**config.mk**
```make
export PLATFORM = sky130hd
export DESIGN_NAME = adc_round_robin_averager_unit
export DESIGN_NICKNAME = d
export VERILOG_FILES = /design/src/rtl/core/arav_pkg.sv /design/src/rtl/core/arav_ram.sv /design/src/rtl/core/arav_core.sv /design/src/rtl/core/adc_round_robin_averager_unit.sv
export SDC_FILE = /design/constraint.sdc
export NUM_CORES = 1
export LEC_CHECK = 0
export CORE_UTILIZATION = 58
export CTS_CLUSTER_SIZE = 8
export DETAILED_ROUTE_END_ITERATION = 8
export DONT_BUFFER_PORTS = 1
export GPL_TIMING_DRIVEN = 0
export PLACE_DENSITY = 0.74
export SETUP_SLACK_MARGIN = 0.5
export SLEW_MARGIN = 20
export SYNTH_ARGS = -nofsm -noshare
export SYNTH_HDL_FRONTEND = slang
export SYNTH_SLANG_ARGS = --single-unit
```
**constraint.sdc**
```tcl
create_clock -name clk -period 15.3 [get_ports clk]
set_clock_uncertainty 0.2 [all_clocks]
set_input_delay 3.06 -clock clk [delete_from_list [all_inputs] [get_ports clk]]
set_output_delay 3.06 -clock clk [all_outputs]
set_load 0.05 [all_outputs]
```
**src/rtl/core/arav_pkg.sv**
```systemverilog
// shared types, constants and helpers for the round-robin converter averager
// no dependencies
package arav_pkg;

  localparam int SLOTS       = 8;
  localparam int AVG_SAMPLES = 4;
  localparam int DEPTH       = SLOTS * AVG_SAMPLES;
  localparam int ADDR_W      = (DEPTH > 1) ? $clog2(DEPTH) : 1;
  localparam int SLOT_W      = (SLOTS > 1) ? $clog2(SLOTS) : 1;
  localparam int BKT_W       = (AVG_SAMPLES > 1) ? $clog2(AVG_SAMPLES) : 1;
  localparam int CNT_W       = $clog2(AVG_SAMPLES + 1);

  localparam int SAMPLE_W     = 10;
  localparam int SLOT_FIELD_W = 3;
  localparam int VALUE_W      = 16;
  localparam int FACTOR_W     = 16;
  localparam int PROD_W       = VALUE_W + FACTOR_W;
  localparam int SCALE_SHIFT  = 12;
  localparam int CNT_REG_W    = 4;
  localparam int SEL_W        = 24;
  localparam int SEL_FIELD_W  = 3;
  localparam int NUM_FACTORS  = 6;
  localparam int CFG_IDX_W    = 3;
  localparam int CFG_DATA_W   = 24;

  localparam logic [FACTOR_W-1:0] FACTOR_RESET = 16'd4096;

  // transaction kinds
  localparam logic MODE_TICK = 1'b0;
  localparam logic MODE_READ = 1'b1;

  // register indexes
  localparam logic [CFG_IDX_W-1:0] REG_SLOT_COUNT = 3'd0;
  localparam logic [CFG_IDX_W-1:0] REG_SCALE_SEL  = 3'd1;
  localparam logic [CFG_IDX_W-1:0] REG_FACTOR0    = 3'd2;
  localparam logic [CFG_IDX_W-1:0] REG_FACTOR1    = 3'd3;
  localparam logic [CFG_IDX_W-1:0] REG_FACTOR2    = 3'd4;
  localparam logic [CFG_IDX_W-1:0] REG_FACTOR3    = 3'd5;
  localparam logic [CFG_IDX_W-1:0] REG_FACTOR4    = 3'd6;
  localparam logic [CFG_IDX_W-1:0] REG_FACTOR5    = 3'd7;

  typedef struct packed {
    logic [CNT_REG_W-1:0]                  slot_count;
    logic [SEL_W-1:0]                      scale_sel;
    logic [NUM_FACTORS-1:0][FACTOR_W-1:0]  factor;
  } cfg_t;

  typedef struct packed {
    logic [SLOT_FIELD_W-1:0] next_slot;
    logic [VALUE_W-1:0]      scaled_value;
  } res_t;

  function automatic logic [ADDR_W-1:0] store_addr(input logic [SLOT_W-1:0] s,
                                                  input logic [BKT_W-1:0] b);
    int a;
    a = int'(s) * AVG_SAMPLES + int'(b);
    return ADDR_W'(a);
  endfunction

endpackage

```
**src/rtl/core/arav_ram.sv**
```systemverilog
// generic single-write, single-read ram with registered read data
// no dependencies
module arav_ram #(
  parameter int WIDTH = 10,
  parameter int DEPTH = 32
) (
  input  logic                                   clk,
  input  logic                                   we,
  input  logic [((DEPTH > 1) ? $clog2(DEPTH) : 1)-1:0] waddr,
  input  logic [WIDTH-1:0]                       wdata,
  input  logic [((DEPTH > 1) ? $clog2(DEPTH) : 1)-1:0] raddr,
  output logic [WIDTH-1:0]                       rdata
);

  logic [WIDTH-1:0] mem [DEPTH];
  logic [WIDTH-1:0] rdata_r;

  always_ff @(posedge clk) begin
    if (we) begin
      mem[waddr] <= wdata;
    end
    rdata_r <= mem[raddr];
  end

  assign rdata = rdata_r;

endmodule

```
**src/rtl/core/arav_core.sv**
```systemverilog
// sequencer with shared accumulate adder and scale multiplier, sample ram and valid bits
// depends on arav_pkg and arav_ram
module arav_core (
  input  logic                              clk,
  input  logic                              rst_n,
  input  logic                              start,
  input  logic                              in_mode,
  input  logic [arav_pkg::SAMPLE_W-1:0]     in_sample,
  input  logic [arav_pkg::SLOT_FIELD_W-1:0] in_slot,
  input  arav_pkg::cfg_t                    cfg,
  output logic                              idle,
  output logic                              res_valid,
  input  logic                              res_take,
  output arav_pkg::res_t                    res
);
  import arav_pkg::*;

  typedef enum logic [1:0] {ST_IDLE, ST_SUM, ST_MUL, ST_DONE} state_t;

  state_t                state_r, state_nxt;
  logic [SLOT_W-1:0]     cur_slot_r, cur_slot_nxt;
  logic [BKT_W-1:0]      bkt_r, bkt_nxt;
  logic [SLOT_W-1:0]     rd_slot_r, rd_slot_nxt;
  logic                  in_range_r, in_range_nxt;
  logic [CNT_W-1:0]      cnt_r, cnt_nxt;
  logic                  pend_r, pend_nxt;
  logic                  rd_ok_r, rd_ok_nxt;
  logic [VALUE_W-1:0]    acc_r, acc_nxt;
  logic [FACTOR_W-1:0]   factor_r, factor_nxt;
  logic [PROD_W-1:0]     prod_r, prod_nxt;
  logic [DEPTH-1:0]      valid_r, valid_nxt;

  logic [CNT_REG_W-1:0]  eff_cnt;
  logic [SLOT_W:0]       slot_inc;
  logic                  wrap;
  logic [SEL_FIELD_W-1:0] sel;
  logic                  issue;
  logic                  we;
  logic [ADDR_W-1:0]     waddr, raddr;
  logic [SAMPLE_W-1:0]   rdata;
  logic [VALUE_W-1:0]    addend;

  arav_ram #(.WIDTH(SAMPLE_W), .DEPTH(DEPTH)) u_store (
    .clk   (clk),
    .we    (we),
    .waddr (waddr),
    .wdata (in_sample),
    .raddr (raddr),
    .rdata (rdata)
  );

  always_comb begin
    eff_cnt = cfg.slot_count;
    if (cfg.slot_count == '0) begin
      eff_cnt = CNT_REG_W'(1);
    end else if (int'(cfg.slot_count) > SLOTS) begin
      eff_cnt = CNT_REG_W'(SLOTS);
    end
    slot_inc = {1'b0, cur_slot_r} + (SLOT_W + 1)'(1);
    wrap     = (CNT_REG_W + 1)'(slot_inc) >= (CNT_REG_W + 1)'(eff_cnt);

    sel = cfg.scale_sel[in_slot * SEL_FIELD_W +: SEL_FIELD_W];

    we    = (state_r == ST_IDLE) && start && (in_mode == MODE_TICK);
    waddr = store_addr(cur_slot_r, bkt_r);
    issue = (state_r == ST_SUM) && (int'(cnt_r) < AVG_SAMPLES);
    raddr = store_addr(rd_slot_r, cnt_r[BKT_W-1:0]);

    addend = (pend_r && rd_ok_r && in_range_r) ? VALUE_W'(rdata) : '0;

    state_nxt    = state_r;
    cur_slot_nxt = cur_slot_r;
    bkt_nxt      = bkt_r;
    rd_slot_nxt  = rd_slot_r;
    in_range_nxt = in_range_r;
    cnt_nxt      = cnt_r;
    pend_nxt     = 1'b0;
    rd_ok_nxt    = rd_ok_r;
    acc_nxt      = acc_r;
    factor_nxt   = factor_r;
    prod_nxt     = prod_r;
    valid_nxt    = valid_r;

    unique case (state_r)
      ST_IDLE: begin
        if (start) begin
          if (in_mode == MODE_TICK) begin
            valid_nxt[waddr] = 1'b1;
            prod_nxt         = '0;
            if (wrap) begin
              cur_slot_nxt = '0;
              bkt_nxt      = (int'(bkt_r) == AVG_SAMPLES - 1) ? '0 : bkt_r + BKT_W'(1);
            end else begin
              cur_slot_nxt = SLOT_W'(slot_inc);
            end
            state_nxt = ST_DONE;
          end else begin
            in_range_nxt = int'(in_slot) < SLOTS;
            rd_slot_nxt  = SLOT_W'(in_slot);
            cnt_nxt      = '0;
            acc_nxt      = '0;
            factor_nxt   = (int'(sel) < NUM_FACTORS) ? cfg.factor[sel] : cfg.factor[0];
            state_nxt    = ST_SUM;
          end
        end
      end
      ST_SUM: begin
        acc_nxt = acc_r + addend;
        if (issue) begin
          pend_nxt  = 1'b1;
          rd_ok_nxt = valid_r[raddr];
          cnt_nxt   = cnt_r + CNT_W'(1);
        end else if (!pend_r || (int'(cnt_r) == AVG_SAMPLES)) begin
          state_nxt = ST_MUL;
        end
      end
      ST_MUL: begin
        prod_nxt  = PROD_W'(acc_r) * PROD_W'(factor_r);
        state_nxt = ST_DONE;
      end
      ST_DONE: begin
        if (res_take) begin
          state_nxt = ST_IDLE;
        end
      end
      default: state_nxt = ST_IDLE;
    endcase
  end

  always_ff @(posedge clk) begin
    if (!rst_n) begin
      state_r    <= ST_IDLE;
      cur_slot_r <= '0;
      bkt_r      <= '0;
      valid_r    <= '0;
      pend_r     <= 1'b0;
    end else begin
      state_r    <= state_nxt;
      cur_slot_r <= cur_slot_nxt;
      bkt_r      <= bkt_nxt;
      valid_r    <= valid_nxt;
      pend_r     <= pend_nxt;
    end
    rd_slot_r  <= rd_slot_nxt;
    in_range_r <= in_range_nxt;
    cnt_r      <= cnt_nxt;
    rd_ok_r    <= rd_ok_nxt;
    acc_r      <= acc_nxt;
    factor_r   <= factor_nxt;
    prod_r     <= prod_nxt;
  end

  assign idle             = (state_r == ST_IDLE);
  assign res_valid        = (state_r == ST_DONE);
  assign res.next_slot    = SLOT_FIELD_W'(cur_slot_r);
  assign res.scaled_value = prod_r[SCALE_SHIFT +: VALUE_W];

endmodule

```
**src/rtl/core/adc_round_robin_averager_unit.sv**
```systemverilog
// a tick goes idle to done; a read runs the sum and multiply states first. Done holds until the
//   output register takes the result; input is accepted only in idle, so a read blocks input
//   through the accumulate loop over the ram read port; a result may wait in the output register
// reset: synchronous active-low rst_n clears slot, bucket, sample valid bits and registers
//   to slot_count 1, selectors 0, factors 4096; no clearing pass
// depends on arav_pkg and arav_core
module adc_round_robin_averager_unit (
  input  logic                            clk,
  input  logic                            rst_n,
  input  logic                            in_tvalid,
  output logic                            in_tready,
  input  logic [15:0]                     in_tdata,  // sample[9:0], slot[12:10], zero pad
  input  logic                            in_tuser,  // mode
  output logic                            out_tvalid,
  input  logic                            out_tready,
  output logic [23:0]                     out_tdata, // next_slot[2:0], scaled_value[18:3], pad
  input  logic                            cfg_valid,
  output logic                            cfg_ready,
  input  logic [arav_pkg::CFG_IDX_W-1:0]  cfg_index,
  input  logic [arav_pkg::CFG_DATA_W-1:0] cfg_data
);
  import arav_pkg::*;

  cfg_t cfg_r;
  res_t res;
  res_t out_res_r;
  logic out_valid_r;
  logic idle, res_valid, res_take, start;
  logic [CFG_IDX_W-1:0] fidx;

  assign in_tready = idle;
  assign start     = in_tvalid && in_tready;
  assign res_take  = res_valid && (!out_valid_r || out_tready);
  assign cfg_ready = 1'b1;
  assign fidx      = cfg_index - REG_FACTOR0;

  arav_core u_core (
    .clk       (clk),
    .rst_n     (rst_n),
    .start     (start),
    .in_mode   (in_tuser),
    .in_sample (in_tdata[SAMPLE_W-1:0]),
    .in_slot   (in_tdata[SAMPLE_W +: SLOT_FIELD_W]),
    .cfg       (cfg_r),
    .idle      (idle),
    .res_valid (res_valid),
    .res_take  (res_take),
    .res       (res)
  );

  always_ff @(posedge clk) begin
    if (!rst_n) begin
      cfg_r.slot_count <= CNT_REG_W'(1);
      cfg_r.scale_sel  <= '0;
      for (int i = 0; i < NUM_FACTORS; i++) begin
        cfg_r.factor[i] <= FACTOR_RESET;
      end
    end else if (cfg_valid && cfg_ready) begin
      unique case (cfg_index) inside
        REG_SLOT_COUNT: cfg_r.slot_count <= cfg_data[CNT_REG_W-1:0];
        REG_SCALE_SEL:  cfg_r.scale_sel  <= cfg_data[SEL_W-1:0];
        [REG_FACTOR0:REG_FACTOR5]: cfg_r.factor[fidx] <= cfg_data[FACTOR_W-1:0];
        default: ;
      endcase
    end
  end

  always_ff @(posedge clk) begin
    if (!rst_n) begin
      out_valid_r <= 1'b0;
    end else if (res_take) begin
      out_valid_r <= 1'b1;
    end else if (out_tready) begin
      out_valid_r <= 1'b0;
    end
    if (res_take) begin
      out_res_r <= res;
    end
  end

  assign out_tvalid = out_valid_r;
  assign out_tdata  = {5'b0, out_res_r.scaled_value, out_res_r.next_slot};

`ifndef ASSERT_OFF
  a_busy_after_accept: assert property (@(posedge clk) disable iff (!rst_n)
    in_tvalid && in_tready |=> !in_tready)
    else $error("input accepted while a transaction was in progress");

  a_take_fills_output: assert property (@(posedge clk) disable iff (!rst_n)
    res_take |=> out_tvalid)
    else $error("finished result did not reach the output register");

  a_next_slot_range: assert property (@(posedge clk) disable iff (!rst_n)
    out_tvalid |-> int'(out_tdata[2:0]) < SLOTS)
    else $error("next_slot beyond slot range");

  a_no_lost_result: assert property (@(posedge clk) disable iff (!rst_n)
    out_tvalid && !out_tready |-> !res_take ##1 out_tvalid)
    else $error("result overwritten while output stalled");
`endif

endmodule

```
==> out/summary.log, run 1 <==
qor: sta.holdWs 0.216 ns
qor: min_path.worst_hold_startpoint u_core.prod_r[13]
qor: sta.relSlewSlack 26.8%
qor: yosys.synth.top_cells.by_count nand2_1 (425), edfxtp_1 (394), inv_1 (235), fa_1 (189), dfxtp_1 (175)
qor: cells_and_area.seq_area 15300 um^2
qor: critical_path.worstPathArrival 7.48 ns
qor: cts.worst_setup_hold_path_clk_slew 0.05 ns
qor: placement.gp_routability_congestion 0.899
qor: cells_and_area.multi_input_comb_area 13800 um^2
qor: yosys.synthCells 2446
qor: yosys.synth.area.top_cells edfxtp_1 (39%), fa_1 (12%), dfxtp_1 (11%), mux4_2 (8.6%), nand2_1 (5.2%)
qor: global_routing.grt_pass1_vias 20201
qor: flow_run.max_cap_violations 0
qor: global_routing.first_pass_grt_wire_length 115 mm
qor: cts.clk_path_buf_depth 3
qor: floorplan.floorplan.io_pins 76
qor: critical_path.timing.critical_path.slowest_stage_cell fa_1
qor: yosys.synthesized_flop_and_latch_total 569
qor: cells_and_area.antennaDiodeCount 0
qor: cts.cts.hold.buffers_added 0
qor: critical_path.path_cells clkbuf_1, clkbuf_1, nand2_1, fa_1, fa_1, fa_1, fa_1, inv_1, fa_1, fa_1, ha_1, nand3_1, nor2_1, nand3_1, a31oi_4, a311o_2, a31o_4, o41ai_2, xor2_1, nor2_1
qor: cts.post_cts.resized_instances 0
qor: placement.buffers_added_on_ports 0
qor: floorplan.initial_core_util 59.1%
qor: cts.library_cell_used_as_clock_root_buffer clkbuf_16
qor: drt.drc 0
qor: floorplan.die_area 53500 um^2
qor: critical_path.critPathRequiredTime 15.42 ns
qor: drt.drt-vias-per-instance 5.92
qor: drt.detail-route-antenna-nets 0
qor: critical_path.worst_setup_path_end_kind flop
qor: yosys.synth_top_cell_by_area edfxtp_1
qor: status.outcome completed
qor: critical_path.critPathMaxFanout 10
qor: floorplan.die_width 231 um
qor: cells_and_area.n_fill_cell 3647
qor: yosys.ys_async_sr_fraction 0%
qor: sta.finalSetupTns 0 ns
qor: critical_path.critPathLaunch u_core.acc_r[10]
qor: critical_path.max_stage_delay 0.58 ns
qor: cells_and_area.drive_gt1_share 11.0%
qor: yosys.synth-warning-count 0
qor: global_routing.grt_overflow 0
qor: sta.setup_viol 0
qor: sta.fin_crit_sh 48.1%
qor: drt.drt_first_pass_iters 6
qor: sta.crit_path_setup_slack_layout 7.94 ns
qor: drt.drt_wl_total 73.9 mm
qor: yosys.synth_cell_types 52
qor: drt.drtIter0Drc 1627
qor: cts.clock_sink_count 569
qor: critical_path.setup.worst_path.start_class flop
qor: yosys.synth_area 30500 um^2
qor: sta.timing.fmax 136 MHz
qor: cts.tritoncts_clock_tree yes
qor: global_routing.largest_net_degree_at_the_start_of_global_routing 33
qor: placement.placement.setup.worst_slack 8.07 ns
qor: sta.slew_of_the_pin_with_the_lowest_slew_margin 1.09 ns
qor: yosys.post_synthesis_mean_instance_area 12.5 um^2
qor: cts.cts_post_setup_buffers_inserted 0
qor: yosys.synth.most_common_cell nand2_1
qor: cells_and_area.area.growth.synth_to_final 10.8%
qor: yosys.yosysTopAreaCellShare 38.8%
qor: drt.drt-wirelength-per-cell 22.6 um
qor: global_routing.grt_antenna_before_repair 1
qor: floorplan.floorplan.core_area 51600 um^2
qor: min_path.worst_hold_path_type reg -> reg
qor: drt.via_count 19365
qor: floorplan.num_rows 83
qor: cts.h_tree_levels 3
qor: yosys.yosys_most_used_dff edfxtp_1
qor: critical_path.crit_path_frequent_cell fa_1
qor: floorplan.dieHeight 231 um
qor: cts.clock_latency 0.63 ns
qor: critical_path.worst_r2r_startpoint u_core.acc_r[10]
qor: cts.numCtsBuffers 82
qor: critical_path.timing_worst_setup_path_type reg -> reg
qor: yosys.synth.yosys.seq_area_share 50.3%
qor: sta.report.final.slew_viol_count 0
qor: sta.layout_min_cycle_time 7.36 ns
qor: sta.grt_setup_unrepaired no
qor: placement.place_hpwl 50.8 mm
qor: cells_and_area.final_layout_net_count 2878
qor: yosys.post_synth_edffs 394
qor: global_routing.grt_usage 28.5%
qor: sta.timing.final.hold_violations 0
worst paths after layout:
| path | end | slack, ns | depth (start not counted) |
|---|---|---|---|
| min reg2reg | out_tdata[4] | 0.22 | 0 |
| max | u_core.prod_r[26] | 7.94 | 20 |
| max reg2reg | u_core.prod_r[26] | 7.94 | 20 |
| min | out_tdata[4] | 0.22 | 0 |
placed cells by master, fill, tap and decap left out, types with 17 or more instances in the layout:
cell type  count
buf_2         18
edfxtp_1     394
nor2_1       133
o211ai_1      17
mux4_2       116
mux2i_1       40
inv_1        235
clkbuf_16     83
fa_1         189
ha_1         105
dfxtp_1      175
nand3_1       17
and2_1       123
xnor2_1       20
clkbuf_1     141
o21ai_0       44
nand2_1      425
xor2_1        18
mux2_2        27
a21boi_0     115
sequential cells by signal (all words and copies together) (netlist names), 10 cells and up:
signal / cells
out_tdata: 19
u_core.u_store.mem: 320
u_core.u_store.rdata: 10
u_core.valid_r: 32
cfg_r: 124
u_core.factor_r: 16
u_core.acc_r: 16
u_core.prod_r: 16
metal layers:
metal / share of wire [%] / track usage (%) / vias up
li1: - / - / 8490
met1: 39 / 38.1 / 9788
met2: 49 / 46.9 / 929
met3: 8.5 / 5.57 / 156
met4: 2.7 / 9.79 / 2
met5: 0.018 / 0 / -
area by class of cell:
cell class | count | area share [%]
plain buffers | 128 | 1.58
clock inverters | 9 | 0.381
well taps | 680 | 2.52
repair buffers | 1 | 0.0333
clock buffers | 130 | 6.67
multi-input cells | 1516 | 40.8
inverters | 237 | 2.63
flip-flops and latches | 569 | 45.4
kinds of logic (layout without fill, tap and decap cells):
family | count (synthesis) | after routing | synth area share (%)
AO/OA/AOI/OAI | 224 | 224 | 5.19
buffers and inverters | 365 | 505 | 4.67
multiplexers | 184 | 184 | 10.9
other | 2 | 6 | 0.0246
flip-flops | 569 | 569 | 50.3
XOR/XNOR | 38 | 38 | 1.09
AND/OR/NAND/NOR | 770 | 770 | 11.1
adder cells (fa/ha/maj) | 294 | 294 | 16.7
critical path, delay by kind of cell (launching register included):
kind | cells | cell delay [ns]
adder cells (fa/ha/maj) | 7 | 3.43
AND/OR/NAND/NOR | 5 | 0.71
buffers and inverters | 3 | 1.01
flip-flops | 1 | 0.35
XOR/XNOR | 1 | 0.19
AO/OA/AOI/OAI | 4 | 1.18
metrics by stage:
step           cell area [um^2]  std cells  utilization, %
3_3_place_gp              31400       3130            60.8
6_report                  33800       3270            65.5
5_1_grt                   33800       3270            65.5
4_1_cts                   33800       3270            65.4
3_5_place_dp              31400       3131            60.8
2_1_floorplan             30500       2450               -
Power of run 1 is not shown: default switching activity piles up to over one toggle a cycle in this logic, so the estimate is an artifact.
==> run 2, diff against run 1 <==
==> constraint.sdc (replaced) <==
create_clock -name clk -period 7.03 [get_ports clk]
set_clock_uncertainty 0.2 [all_clocks]
set_input_delay 1.406 -clock clk [delete_from_list [all_inputs] [get_ports clk]]
set_output_delay 1.406 -clock clk [all_outputs]
set_load 0.05 [all_outputs]
==> run 2 against run 1 <==
Effect of this change: sequential share of layout area down 0.83 points; clock-buffer cell count unchanged; cell count is 1.5% higher; cell area up 1.9%; sequential cell count unchanged; first-iteration DRC count up 8.5%; non-clock buffer count grew 48; die area stayed put; utilization is 1.2 points higher; critical path type unchanged; highest routed layer unchanged.
==> out/summary.log, run 2 (synthesis results as in run 1) <==
qor: cts.clock_sink_count 569
qor: drt.detail-route-antenna-nets 0
qor: sta.crit_path_setup_slack_layout 0.545 ns
qor: global_routing.grt_pass1_vias 20360
qor: floorplan.die_area 53500 um^2
qor: critical_path.timing.critical_path.slowest_stage_cell fa_1
qor: floorplan.num_rows 83
qor: drt.drt_wl_total 75.5 mm
qor: floorplan.initial_core_util 59.1%
qor: sta.slew_of_the_pin_with_the_lowest_slew_margin 1.12 ns
qor: critical_path.path_cells clkbuf_8, and2_1, fa_1, inv_1, fa_1, fa_1, inv_1, fa_2, fa_1, inv_1, fa_1, inv_1, ha_4, o21a_1, o211ai_1, a31oi_4, a311o_2, a31o_4, o41ai_4, xor2_1, nor2_1
qor: cts.clock_latency 0.63 ns
qor: placement.placement.setup.worst_slack -0.202 ns
qor: drt.drc 0
qor: drt.drt-wirelength-per-cell 22.7 um
qor: placement.gp_routability_congestion 0.899
qor: sta.finalSetupTns 0 ns
qor: drt.drtIter0Drc 1765
qor: min_path.worst_hold_startpoint u_core.prod_r[13]
qor: sta.setup_viol 0
qor: cells_and_area.layout_common_cells nand2_1 (425), edfxtp_1 (394), inv_1 (234)
qor: global_routing.largest_net_degree_at_the_start_of_global_routing 33
qor: placement.buffers_added_on_ports 0
qor: critical_path.r2r_slack 0.54 ns
qor: global_routing.grt_overflow 0
qor: cts.h_tree_levels 3
qor: critical_path.worst-path-buf-inv 5
qor: cts.tritoncts_clock_tree yes
qor: floorplan.floorplan.core_area 51600 um^2
qor: sta.report.final.slew_viol_count 0
qor: sta.timing.final.hold_violations 0
qor: sta.grt_setup_unrepaired yes
qor: cts.worst_setup_hold_path_clk_slew 0.05 ns
qor: critical_path.cp_top_family adder cells
qor: cells_and_area.final_core_utilization 66.7%
qor: drt.drt-vias-per-instance 5.90
qor: cells_and_area.largest_registers u_core.u_store.mem: 320 flops, cfg_r: 124 flops, u_core.valid_r: 32 flops
qor: sta.layout_min_cycle_time 6.49 ns
qor: critical_path.crit_path_frequent_cell fa_1
qor: min_path.hold_path_end out_tdata[4]
qor: critical_path.worstPathArrival 6.60 ns
qor: floorplan.dieHeight 231 um
qor: cells_and_area.area.growth.synth_to_final 12.9%
qor: cells_and_area.final_layout_net_count 2926
qor: floorplan.floorplan.io_pins 76
qor: cells_and_area.largest-register u_core.u_store.mem
qor: global_routing.grt_usage 28.9%
qor: critical_path.timing_worst_setup_path_type reg -> reg
qor: critical_path.critPathRequiredTime 7.15 ns
qor: critical_path.max_stage_delay 0.53 ns
qor: sta.relSlewSlack 25.4%
qor: critical_path.rr_worst_depth 21
qor: critical_path.critPathMaxFanout 8
qor: flow_run.max_cap_violations 0
qor: cells_and_area.antennaDiodeCount 0
qor: cts.clk_path_buf_depth 3
qor: floorplan.die_width 231 um
qor: cells_and_area.drive_gt1_share 14.4%
qor: cells_and_area.largest_register_ff_count 320
qor: status.outcome completed
qor: drt.via_count 19560
qor: cts.library_cell_used_as_clock_root_buffer clkbuf_16
qor: cells_and_area.mostFrequentLayoutCell nand2_1
qor: min_path.worst_hold_path_type reg -> reg
qor: cts.numCtsBuffers 82
qor: placement.place_hpwl 50.8 mm
qor: global_routing.grt_antenna_before_repair 1
qor: critical_path.worst_r2r_startpoint u_core.factor_r[4]
qor: drt.drt_first_pass_iters 6
qor: sta.fin_crit_sh 92.2%
qor: critical_path.setup.worst_path.start_class flop
qor: critical_path.worst_setup_path_end_kind flop
qor: critical_path.r2r-end u_core.prod_r[26]
qor: min_path.holdPathStages 0
qor: sta.timing.fmax 154 MHz
qor: global_routing.first_pass_grt_wire_length 116 mm
==> run 2: changes by cell type in the layout (fill, tap and decap cells not counted), moves of 4 or more <==
cell,before,now
ha_4,0,4
buf_2,18,22
clkbuf_4,0,10
buf_6,1,6
clkbuf_8,0,7
clkbuf_2,1,8
buf_4,8,56
ha_1,105,101
clkbuf_1,141,107
==> run 2: cell type report <==
type | instances | area, um^2
multi-input combinational | 1516 | 13900
fill | 3569 | 17200
timing repair buffer | 49 | 383
inverter | 237 | 890
clock buffer | 130 | 2250
buffer | 128 | 693
clock inverter | 9 | 129
tap | 680 | 851
sequential | 569 | 15300
==> run 2: how the worst max path moves through the flow <==
stage          depth (start not counted)                 to               start
3_3_place_gp                          20  u_core.prod_r[26]    u_core.acc_r[10]
2_1_floorplan                         21  u_core.prod_r[26]    u_core.acc_r[12]
6_report                              21  u_core.prod_r[26]  u_core.factor_r[4]
5_1_grt                               22  u_core.prod_r[26]     u_core.acc_r[9]
3_5_place_dp                          20  u_core.prod_r[26]    u_core.acc_r[10]
4_1_cts                               21  u_core.prod_r[26]    u_core.acc_r[13]
==> run 2: layer usage <==
metal  global-route usage (%)  vias up  share of wire [%]
met5                        0        -              0.017
met4                     10.7        2                3.5
met3                     5.81      205                9.0
met2                     47.4      953                 49
met1                     38.4     9817                 39
li1                         -     8583                  -
==> run 2: what timing repair did <==
| item | 4_1_cts | 5_1_grt |
|---|---|---|
| hold buffers | 0 | 0 |
| resized for setup | 64 | 36 |
| buffers inserted | 30 | 18 |
| endpoints found under the setup margin | 13 | 7 |
| hold endpoints to repair | 0 | 0 |
| pin swaps | 7 | 9 |
==> run 2: per-stage QoR <==
step | area, um^2 | instances | hold WS [ns]
3_5_place_dp | 31400 | 3131 | 0.207
4_1_cts | 34200 | 3300 | 0.217
6_report | 34400 | 3318 | 0.216
2_1_floorplan | 30500 | 2450 | 0.200
5_1_grt | 34400 | 3318 | 0.228
3_3_place_gp | 31400 | 3130 | 0.205
Power of run 2 is left out for the same reason.
